<file path="src/hw/rtl/prt_pkg.sv">
// Package for the pair registration table: sizes, opcodes, request and
// result payloads, memory port bundle and controller states.
// No dependencies.
package prt_pkg;

    localparam int CAPACITY = 31;
    localparam int IDX_W    = (CAPACITY > 1) ? $clog2(CAPACITY) : 1;
    localparam int CNT_W    = $clog2(CAPACITY + 1);
    localparam int KEY_W    = 32;
    localparam int OIDX_W   = 5;
    localparam int OCNT_W   = 5;

    typedef enum logic [1:0] {
        OP_REGISTER   = 2'd0,
        OP_UNREGISTER = 2'd1,
        OP_LOOKUP     = 2'd2,
        OP_LIST       = 2'd3
    } opcode_t;

    typedef struct packed {
        opcode_t            opcode;
        logic [KEY_W-1:0]   app_id;
        logic [KEY_W-1:0]   bus_id;
    } req_t;

    typedef struct packed {
        logic               status;
        logic               found;
        logic [OIDX_W-1:0]  entry_index;
        logic [KEY_W-1:0]   match_bus_id;
        logic [OCNT_W-1:0]  entries_used;
        logic               last;
    } rsp_t;

    typedef struct packed {
        logic [KEY_W-1:0]   app;
        logic [KEY_W-1:0]   bus;
    } entry_t;

    typedef struct packed {
        logic               rd_en;
        logic [IDX_W-1:0]   rd_addr;
        logic               wr_en;
        logic [IDX_W-1:0]   wr_addr;
        entry_t             wr_data;
    } mem_req_t;

    typedef enum logic [1:0] {
        ST_IDLE,
        ST_SCAN,
        ST_FINAL,
        ST_MOVE
    } state_t;

endpackage

</file>
<file path="src/hw/rtl/prt_pair_ram.sv">
// Pair store: CAPACITY entries of (application id, business id), one
// write port and one registered read port. Depends on prt_pkg.
module prt_pair_ram
    import prt_pkg::*;
(
    input  logic     clk,
    input  mem_req_t mem_req,
    output entry_t   rd_data
);

    entry_t mem [CAPACITY];
    entry_t rd_data_reg;

    always_ff @(posedge clk)
    begin
        if (mem_req.wr_en)
        begin
            mem[mem_req.wr_addr] <= mem_req.wr_data;
        end
        if (mem_req.rd_en)
        begin
            rd_data_reg <= mem[mem_req.rd_addr];
        end
    end

    assign rd_data = rd_data_reg;

endmodule

</file>
<file path="src/hw/rtl/prt_ctrl.sv">
// Table controller: scans the pair store one entry a cycle, then appends,
// moves the last entry or reports. Depends on prt_pkg.
module prt_ctrl
    import prt_pkg::*;
(
    input  logic     clk,
    input  logic     rst_n,
    input  logic     start,
    output logic     busy,
    input  req_t     request,
    output logic     strobe,
    output rsp_t     result,
    output mem_req_t mem_req,
    input  entry_t   rd_data
);

    state_t             state_reg, state_next;
    logic [CNT_W-1:0]   count_reg, count_next;
    logic [CNT_W-1:0]   issue_reg, issue_next;
    logic               rvalid_reg, rvalid_next;
    logic               found_reg, found_next;
    logic               pend_reg, pend_next;
    logic               res_valid_reg, res_valid_next;

    req_t               req_reg, req_next;
    logic [IDX_W-1:0]   cmp_idx_reg, cmp_idx_next;
    logic [IDX_W-1:0]   pos_reg, pos_next;
    logic [IDX_W-1:0]   pend_idx_reg, pend_idx_next;
    logic [KEY_W-1:0]   pend_bus_reg, pend_bus_next;
    rsp_t               res_reg, res_next;

    logic               app_hit;
    logic               pair_hit;
    logic [CNT_W-1:0]   last_slot;

    function automatic rsp_t make_rsp(logic st, logic fnd, logic [IDX_W-1:0] idx,
                                      logic [KEY_W-1:0] bus, logic [CNT_W-1:0] used,
                                      logic lst);
        rsp_t r;
        r.status       = st;
        r.found        = fnd;
        r.entry_index  = OIDX_W'(idx);
        r.match_bus_id = bus;
        r.entries_used = OCNT_W'(used);
        r.last         = lst;
        return r;
    endfunction

    assign app_hit   = rd_data.app == req_reg.app_id;
    assign pair_hit  = app_hit && (rd_data.bus == req_reg.bus_id);
    assign last_slot = count_reg - CNT_W'(1);

    always_ff @(posedge clk or negedge rst_n)
    begin
        if (!rst_n)
        begin
            state_reg     <= ST_IDLE;
            count_reg     <= '0;
            issue_reg     <= '0;
            rvalid_reg    <= 1'b0;
            found_reg     <= 1'b0;
            pend_reg      <= 1'b0;
            res_valid_reg <= 1'b0;
        end
        else
        begin
            state_reg     <= state_next;
            count_reg     <= count_next;
            issue_reg     <= issue_next;
            rvalid_reg    <= rvalid_next;
            found_reg     <= found_next;
            pend_reg      <= pend_next;
            res_valid_reg <= res_valid_next;
        end
    end

    always_ff @(posedge clk)
    begin
        req_reg      <= req_next;
        cmp_idx_reg  <= cmp_idx_next;
        pos_reg      <= pos_next;
        pend_idx_reg <= pend_idx_next;
        pend_bus_reg <= pend_bus_next;
        res_reg      <= res_next;
    end

    always_comb
    begin
        state_next     = state_reg;
        count_next     = count_reg;
        issue_next     = issue_reg;
        rvalid_next    = 1'b0;
        found_next     = found_reg;
        pend_next      = pend_reg;
        res_valid_next = 1'b0;
        req_next       = req_reg;
        cmp_idx_next   = cmp_idx_reg;
        pos_next       = pos_reg;
        pend_idx_next  = pend_idx_reg;
        pend_bus_next  = pend_bus_reg;
        res_next       = res_reg;
        mem_req        = '0;

        unique case (state_reg)
            ST_IDLE:
            begin
                if (start)
                begin
                    req_next   = request;
                    issue_next = '0;
                    found_next = 1'b0;
                    pend_next  = 1'b0;
                    pos_next   = '0;
                    state_next = ST_SCAN;
                end
            end
            ST_SCAN:
            begin
                // issue the next read
                if (issue_reg < count_reg)
                begin
                    mem_req.rd_en   = 1'b1;
                    mem_req.rd_addr = issue_reg[IDX_W-1:0];
                    issue_next      = issue_reg + CNT_W'(1);
                    rvalid_next     = 1'b1;
                    cmp_idx_next    = issue_reg[IDX_W-1:0];
                end
                else if (!rvalid_reg)
                begin
                    state_next = ST_FINAL;
                end
                // compare the returned entry
                if (rvalid_reg)
                begin
                    if (req_reg.opcode == OP_LIST)
                    begin
                        if (app_hit)
                        begin
                            if (pend_reg)
                            begin
                                res_valid_next = 1'b1;
                                res_next = make_rsp(1'b0, 1'b1, pend_idx_reg, pend_bus_reg,
                                                    count_reg, 1'b0);
                            end
                            pend_next     = 1'b1;
                            pend_idx_next = cmp_idx_reg;
                            pend_bus_next = rd_data.bus;
                        end
                    end
                    else if (pair_hit && !found_reg)
                    begin
                        found_next = 1'b1;
                        pos_next   = cmp_idx_reg;
                    end
                end
            end
            ST_FINAL:
            begin
                state_next     = ST_IDLE;
                res_valid_next = 1'b1;
                case (req_reg.opcode)
                    OP_REGISTER:
                    begin
                        if (count_reg >= CNT_W'(CAPACITY))
                        begin
                            res_next = make_rsp(1'b1, found_reg, pos_reg, '0, count_reg, 1'b1);
                        end
                        else if (found_reg)
                        begin
                            res_next = make_rsp(1'b0, 1'b1, pos_reg, '0, count_reg, 1'b1);
                        end
                        else
                        begin
                            mem_req.wr_en       = 1'b1;
                            mem_req.wr_addr     = count_reg[IDX_W-1:0];
                            mem_req.wr_data.app = req_reg.app_id;
                            mem_req.wr_data.bus = req_reg.bus_id;
                            count_next          = count_reg + CNT_W'(1);
                            res_next = make_rsp(1'b0, 1'b0, count_reg[IDX_W-1:0], '0,
                                                count_next, 1'b1);
                        end
                    end
                    OP_UNREGISTER:
                    begin
                        if (!found_reg)
                        begin
                            res_next = make_rsp(1'b0, 1'b0, '0, '0, count_reg, 1'b1);
                        end
                        else if (CNT_W'(pos_reg) != last_slot)
                        begin
                            mem_req.rd_en   = 1'b1;
                            mem_req.rd_addr = last_slot[IDX_W-1:0];
                            res_valid_next  = 1'b0;
                            state_next      = ST_MOVE;
                        end
                        else
                        begin
                            count_next = last_slot;
                            res_next   = make_rsp(1'b0, 1'b1, pos_reg, '0, last_slot, 1'b1);
                        end
                    end
                    OP_LOOKUP:
                    begin
                        res_next = make_rsp(1'b0, found_reg, pos_reg, '0, count_reg, 1'b1);
                    end
                    default:
                    begin
                        if (pend_reg)
                        begin
                            res_next = make_rsp(1'b0, 1'b1, pend_idx_reg, pend_bus_reg,
                                                count_reg, 1'b1);
                        end
                        else
                        begin
                            res_next = make_rsp(1'b0, 1'b0, '0, '0, count_reg, 1'b1);
                        end
                    end
                endcase
            end
            ST_MOVE:
            begin
                mem_req.wr_en   = 1'b1;
                mem_req.wr_addr = pos_reg;
                mem_req.wr_data = rd_data;
                count_next      = last_slot;
                res_valid_next  = 1'b1;
                res_next        = make_rsp(1'b0, 1'b1, pos_reg, '0, last_slot, 1'b1);
                state_next      = ST_IDLE;
            end
            default:
            begin
                state_next = ST_IDLE;
            end
        endcase
    end

    assign busy   = state_reg != ST_IDLE;
    assign strobe = res_valid_reg;
    assign result = res_reg;

    a_count_with_final: assert property (@(posedge clk) disable iff (!rst_n)
        !$stable(count_reg) |-> (res_valid_reg && res_reg.last))
        else $error("entry count changed without a final result");

    a_partial_in_scan: assert property (@(posedge clk) disable iff (!rst_n)
        (res_valid_reg && !res_reg.last) |-> (state_reg == ST_SCAN || state_reg == ST_FINAL))
        else $error("non-final result outside a list scan");

    a_write_in_range: assert property (@(posedge clk) disable iff (!rst_n)
        mem_req.wr_en |-> (CNT_W'(mem_req.wr_addr) <= count_reg
                           && count_reg <= CNT_W'(CAPACITY)))
        else $error("write beyond the filled part of the table");

    a_write_ends_op: assert property (@(posedge clk) disable iff (!rst_n)
        mem_req.wr_en |=> (state_reg == ST_IDLE && res_valid_reg))
        else $error("table write not followed by the result");

endmodule

</file>
<file path="src/hw/rtl/pair_registration_table_core.sv">
// Top level of the pair registration table: controller plus pair store.
// Depends on prt_pkg, prt_pair_ram, prt_ctrl.
//
// Usage:
//   A request (opcode, app_id, bus_id) is taken at a rising edge with start
//   high and busy low. busy stays high until the request's final result is
//   registered.
//   Each result is on result for one cycle with strobe high; the receiver
//   must take it then. result.last marks the final result of a request.
//   Register, unregister and lookup give one result; list gives one result
//   per matching entry in slot order, or one no-match result.
//   A request's length is set by the scan of the single-read-port pair
//   store, one entry a cycle, plus the registered read and the write-back.
//   The final result is on result in the first cycle with busy low.
//   Reset empties the table at once (entry count to zero); no clearing pass.
module pair_registration_table_core
    import prt_pkg::*;
(
    input  logic clk,
    input  logic rst_n,
    input  logic start,
    output logic busy,
    input  req_t request,
    output logic strobe,
    output rsp_t result
);

    mem_req_t mem_req;
    entry_t   rd_data;

    prt_pair_ram u_ram (
        .clk     (clk),
        .mem_req (mem_req),
        .rd_data (rd_data)
    );

    prt_ctrl u_ctrl (
        .clk     (clk),
        .rst_n   (rst_n),
        .start   (start),
        .busy    (busy),
        .request (request),
        .strobe  (strobe),
        .result  (result),
        .mem_req (mem_req),
        .rd_data (rd_data)
    );

endmodule
</file>
<file path="config.mk">
export PLATFORM = sky130hd
export DESIGN_NAME = pair_registration_table_core
export DESIGN_NICKNAME = d
export VERILOG_FILES = /design/src/hw/rtl/prt_pkg.sv /design/src/hw/rtl/prt_pair_ram.sv /design/src/hw/rtl/prt_ctrl.sv /design/src/hw/rtl/pair_registration_table_core.sv
export SDC_FILE = /design/constraint.sdc
export NUM_CORES = 2
export LEC_CHECK = 0
export BUFFER_PORTS_ARGS = -buffer_cell sky130_fd_sc_hd__buf_4
export CORE_ASPECT_RATIO = 1.5
export CORE_MARGIN = 3
export CORE_UTILIZATION = 50
export CTS_CLUSTER_DIAMETER = 100
export DETAILED_ROUTE_END_ITERATION = 16
export GPL_ROUTABILITY_DRIVEN = 0
export PLACE_DENSITY = 0.66
export SETUP_SLACK_MARGIN = 0.4
export SYNTH_ARGS = -nofsm -noshare
export SYNTH_HDL_FRONTEND = slang
export SYNTH_SLANG_ARGS = --single-unit
export TNS_END_PERCENT = 50
</file>
<file path="constraint.sdc">
create_clock -name clk -period 6.5 [get_ports clk]
set_input_delay 1.3 -clock clk [delete_from_list [all_inputs] [get_ports clk]]
set_output_delay 1.3 -clock clk [all_outputs]
set_load 0.05 [all_outputs]
</file>
**Word-level counts from Yosys, hierarchy flattened**

Memories as Yosys holds them, arrays and structs flattened. A register that Yosys moved wholly into a read port is not among the register bits.
Index checks and enable logic that the tools add are counted.

- Register bits: 174
- Bits in latches: 0
- Memory bits (writable): 1,984
- ROM bits: 0
- Input port bits: 69
- Word-level logic and storage cells: 130
- Memories kept: 1

- $add $sub $neg: 3
- $mul: 0
- Divide/modulo/power cells: 0
- $lt $le $gt $ge: 2
- Equal/unequal tests: 25
- Shift operators: 0
- Mux-type cells: 61
- Bitwise operators: 0
- Reductions and logical operators: 18

Memories:

| name | depth | width | read ports | clocked after memory_dff | write ports | line | RTL |
|---|---|---|---|---|---|---|---|
| u_ram.mem | 31 | 64 | 1 | 1 | 1 | prt_pair_ram.sv:11 | `entry_t mem [CAPACITY];` |

Operators by type and width:

| cell | count |
|---|---|
| two-way mux 45 bit | 7 |
| one-hot mux 45 bit (3 select lines) | 2 |
| two-way mux 70 bit | 3 |
| one-hot mux 70 bit (2 select lines) | 1 |
| two-way mux 44 bit | 2 |
| == test 32 bit | 2 |
| two-way mux 5 bit | 9 |
| one-hot mux 5 bit (2 select lines) | 4 |
| two-way mux 6 bit | 4 |
| two-way mux 1 bit | 18 |
| two-way mux 2 bit | 6 |
| inequality test 2 x 1 -> 1 bit, second input constant | 6 |
| inequality test 3 bit, second input constant | 4 |
| one-hot mux 6 bit (2 select lines) | 1 |
| AND reduction 6 bit | 2 |
| adder 5 x 1 -> 5 bit, second input constant | 2 |
| AND reduction 5 bit | 2 |
| == test 2 bit, second input constant | 4 |
| inequality test 2 bit, second input constant | 4 |
| one-hot mux 2 bit (4 select lines) | 1 |
| AND reduction 3 bit | 2 |
| nonzero test 2 bit | 3 |
| >= comparator 5 bit, second input constant | 1 |
| less-than comparator 5 bit | 1 |
| other kinds (13) | 18 |

**Depth between registers and ports, before layout**

- Word-level depth: 7
- Depth in mapped cells: 17
- Depth with buffers taken out: 11

**By module**

From an unflattened synthesis, not the netlist that was laid out.

- Cell total of the unflattened synthesis: 4,197
- Area, all modules: 86,469.2 um^2

Modules (own cells, without submodules):

| module | instances | cells an instance | area an instance (um^2) | seq. area each (um^2) |
|---|---|---|---|---|
| prt_pair_ram | 1 | 3,551 | 78,037.3 | 61,499.0 |
| prt_ctrl | 1 | 646 | 8,431.8 | 5,144.9 |

**Worst setup path after synthesis**

No wires, ideal clock.

- Path type: register to register
- From: register u_ctrl.count_reg[3]
- To: memory u_ram.mem[16][0] in the netlist's numbering, enable pin
- Arrival time: 5.058 ns
- Setup slack: 0.955 ns
- Cell stages (with the launch flop): 14
- Buffers on the path: 3
- Path through: dfrtp_1 > clkbuf_1 > clkbuf_1 > and3_1 > ha_1 > a311oi_1 > and3_1 > clkbuf_1 > nand2_1 > a21oi_1 > a21oi_1 > o32ai_1 > nand2_1 > nor2_1

- Cells in the longest elaborated chain, start to end: 6
- Elaborated cells between the ends (all ways): 7
- Those cells by class: order compare (1); mux (6)

RTL lines:

| what | line | RTL |
|---|---|---|
| from (decl) | prt_ctrl.sv:18 | `logic [CNT_W-1:0] count_reg, count_next;` |
| from (signal assigned) | prt_ctrl.sv:68 | `count_reg <= count_next;` |
| >= comparator 5 bit | prt_ctrl.sv:164 | `if (count_reg >= CNT_W'(CAPACITY))` |
| two-way mux 70 bit * | prt_ctrl.sv:164 |  |
| two-way mux 70 bit * | prt_ctrl.sv:161 | `case (req_reg.opcode)` |
| one-hot mux 70 bit (2 select lines) * | prt_ctrl.sv:104 | `unique case (state_reg)` |
| two-way mux 1 bit | prt_pair_ram.sv:16 | `if (mem_req.wr_en)` |
| two-way mux 1 bit (implied by the code) | prt_pair_ram.sv:18 | `mem[mem_req.wr_addr] <= mem_req.wr_data;` |
| to (decl) | prt_pair_ram.sv:11 |  |

Mark *: on every way between the ends. The rest lies on a longest branch, timed or not.

**Final worst setup path**

- From: register u_ctrl.count_reg[0]
- To: register, netlist name u_ram.rd_data[9]

- Cells in the longest elaborated chain, start to end: 6
- Elaborated cells between the ends (all ways): 8
- Those cells by class: add/sub (1); order compare (1); eq/ne (1); mux (5)

RTL lines:

| what | line | RTL |
|---|---|---|
| subtractor 5 x 1 -> 5 bit | prt_ctrl.sv:51 | `assign last_slot = count_reg - CNT_W'(1);` |
| inequality test 5 bit | prt_ctrl.sv:189 | `else if (CNT_W'(pos_reg) != last_slot)` |
| two-way mux 6 bit | prt_ctrl.sv:189 |  |
| two-way mux 6 bit | prt_ctrl.sv:185 | `if (!found_reg)` |
| two-way mux 6 bit | prt_ctrl.sv:161 |  |
| one-hot mux 6 bit (2 select lines) * | prt_ctrl.sv:104 |  |

Marked as above.
A chain may end at the register's enable or synchronous reset.

==> metrics <==
status=finished clean; Fin Hold WS=319.0 ps; Final Hold Vio Count=0; fin crit period=5365 ps; critical path type=flop to flop; die height=523.5 um; count leader, synth=edfxtp_1; Setup Viol. Count Final=0; hold_buf cts=0; I/O Buffers=115; Routed Antenna Nets=0; synth warn=0; synthesized flop and latch total=2222; Synth top area share=0.7422; Top FF cell, synth=edfxtp_1; IO Count=116; remaining global-route overflow=0; MaxCap Viol Count=0; core area=177100 sq um; post-synth top area cell=edfxtp_1; cell count after synthesis=6156; CTS Buffer Depth=4; worst path arrival time=5940 ps; total die area=183700 sq um; static leakage=33.89 nW; Starting Density=0.5039; NetSw=13.64 mW; Reg2Reg Depth=13; CP max FO=117; Fill cells=13497; Resize count post-CTS=0; area grow syn2layout=12.48%; die outline width=351.0 um; nets=6248; Via Count=58487; switching share of power=0.3339; number of library cell types mapped by synthesis=73; clk slew on worst S/H paths=60 ps; GRT Overall Usage=0.3043; Initial DRT Pass Iterations=6; vias in the first global route=56091; Slew HR=0.08431; Row Count=189; Largest register FFs=1984; Logic pwr share=0.246; wire per inst=33.00 um; antenna violations before repair=8; Post-synth top cells=edfxtp_1 (2206), nand2_1 (800), clkbuf_1 (342), o21ai_0 (324), nor2_1 (309); Syn Nets=6239; HP Class=primary input to async pin; H-tree Lvls=4; Area contributors post-synth=edfxtp_1 (74%), nand2_1 (3.4%), mux2i_1 (2.5%); Setup crit start kind=flop; crit-path cells=inv_1 -> ha_1 -> nor3b_2 -> and3_1 -> o2111ai_2 -> nand4_1 -> a21oi_4 -> nor2_4 -> buf_12 -> buf_4 -> nand3_1 -> o2111ai_1 -> a32oi_1; Post-synth EDFFs=2206; Mean Syn Cell Area=14.50 sq um; highest-delay cell along the critical path=nor2_4; part of the Yosys area used for sequential elements=0.7467; Tcrit/Tclk final=0.8254; power per cell area=406.9 nW/um^2; first-pass GRT wire length=401.7 mm; Post-route DRC=0; Final Slew Violations=0; clk_lat worst skew=890 ps; critical path required time=7080 ps; CTS sink count=2222; CP peak stage delay=680 ps; Int Pwr=27.21 mW; clock power share=0.303; asr flop ratio synth=0.007201; Crit. End Element=flop; vias per cell=6.781; largest net degree at the start of global routing=126; Final HPWL DP=143.4 mm; Reg power frac=0.450; Setup Skew=68.07 ps; setup TNS=0 ps; RSZ-0062 raised after global routing=no; Routed WL=284.6 mm; Root Driver=clkbuf_16; share of cells above drive strength 1=0.1025; Pwr Total=40.85 mW; DR iter-0 viols=8124; Slew @ Worst Pin=1374 ps; Post-CTS Setup Bufs=0; cts bufs inserted=210; TritonCTS clock tree=built; Max VDD drop=0.5309 mV; cell area after synthesis=89260 sq um; Highest Clock Rate=186.4 MHz
[area by class of cell]
cell class,instances,area [sq um],area share
Sequential cell,2222,66640,0.6638
Multi-Input combinational cell,3384,20830,0.2075
Clock buffer,243,5464,0.05442
Timing Repair Buffer,282,2968,0.02956
Tap cell,2292,2868,0.02856
Clock inverter,133,1358,0.01352
Inverter,65,251.5,0.002505
Antenna cell,4,10.01,0.00009970
[worst max-delay path, delay by kind of cell, from the launching register on]
family	cells	cell delay, ps
AOI/OAI and AO/OA	4	690
buffers and inverters	3	1260
adders and majority gates	1	390
DFF	1	520
and+or+nand+nor	5	1960
[path summary, 6_finish.rpt]
kind / start / slack [ps] / to
worst max-delay path: u_ctrl.count_reg[0] / 1130 / u_ram.rd_data[9]
worst min-delay path: rst_n / 320 / u_ctrl.count_reg[4]
worst max register to register: u_ctrl.count_reg[0] / 1130 / u_ram.rd_data[9]
worst min register to register: u_ctrl.cmp_idx_reg[2] / 450 / u_ctrl.pend_idx_reg[2]
max in group asynchronous: rst_n / 5960 / u_ctrl.issue_reg[0]
min in group clk: u_ctrl.cmp_idx_reg[2] / 450 / u_ctrl.pend_idx_reg[2]
[cells by family after synthesis]
logic type      count (synthesis)  share of synthesized area
flops                        2222                     0.7467
simple gates                 1695                    0.08377
buf+inv                       550                    0.02564
fa+ha+maj                      14                   0.001963
compound gates               1371                     0.1088
mux                           224                    0.02512
xor+xnor                       80                   0.008004
[layout by cell type (no fill, tap or decap), drive strengths merged, types with 136 or more instances in the layout]
cell type	instances
edfxtp	2206
nand2	800
o21ai	360
nor2	311
buf	282
clkbuf	243
mux2i	224
a31oi	217
nor3	196
a211o	183
nand4	139
a32oi	136
[layer usage]
metal / global-route usage / vias up / routed length (um)
met4: 0.1623 / 2 / 17270
met3: 0.06354 / 948 / 33110
li1: - / 23991 / -
met1: 0.3947 / 29345 / 100700
met5: 0 / - / 11
met2: 0.4845 / 4201 / 133500
[power groups by stage]
stage	registers (mW)	clock network [mW]	logic, mW
floorplan	18.9	0	5.51
global placement	18.6	0	9.75
detailed placement	18.7	0	9.86
CTS	18.4	12.5	9.89
global route	18.4	13.0	10.6
finish	18.4	12.4	10.1
[through the flow]
stage                     utilization  setup slack, ps  instance area, sq um  std cells
after floorplan                     -            955.3                 89260       6156
after global placement         0.5283             1338                 93560       8245
after detailed placement       0.5283             1275                 93560       8245
after CTS                      0.5668             1190                100400       8621
after global routing           0.5668             1008                100400       8622
final                          0.5668             1135                100400       8625
(Power assumes the default switching activity.)
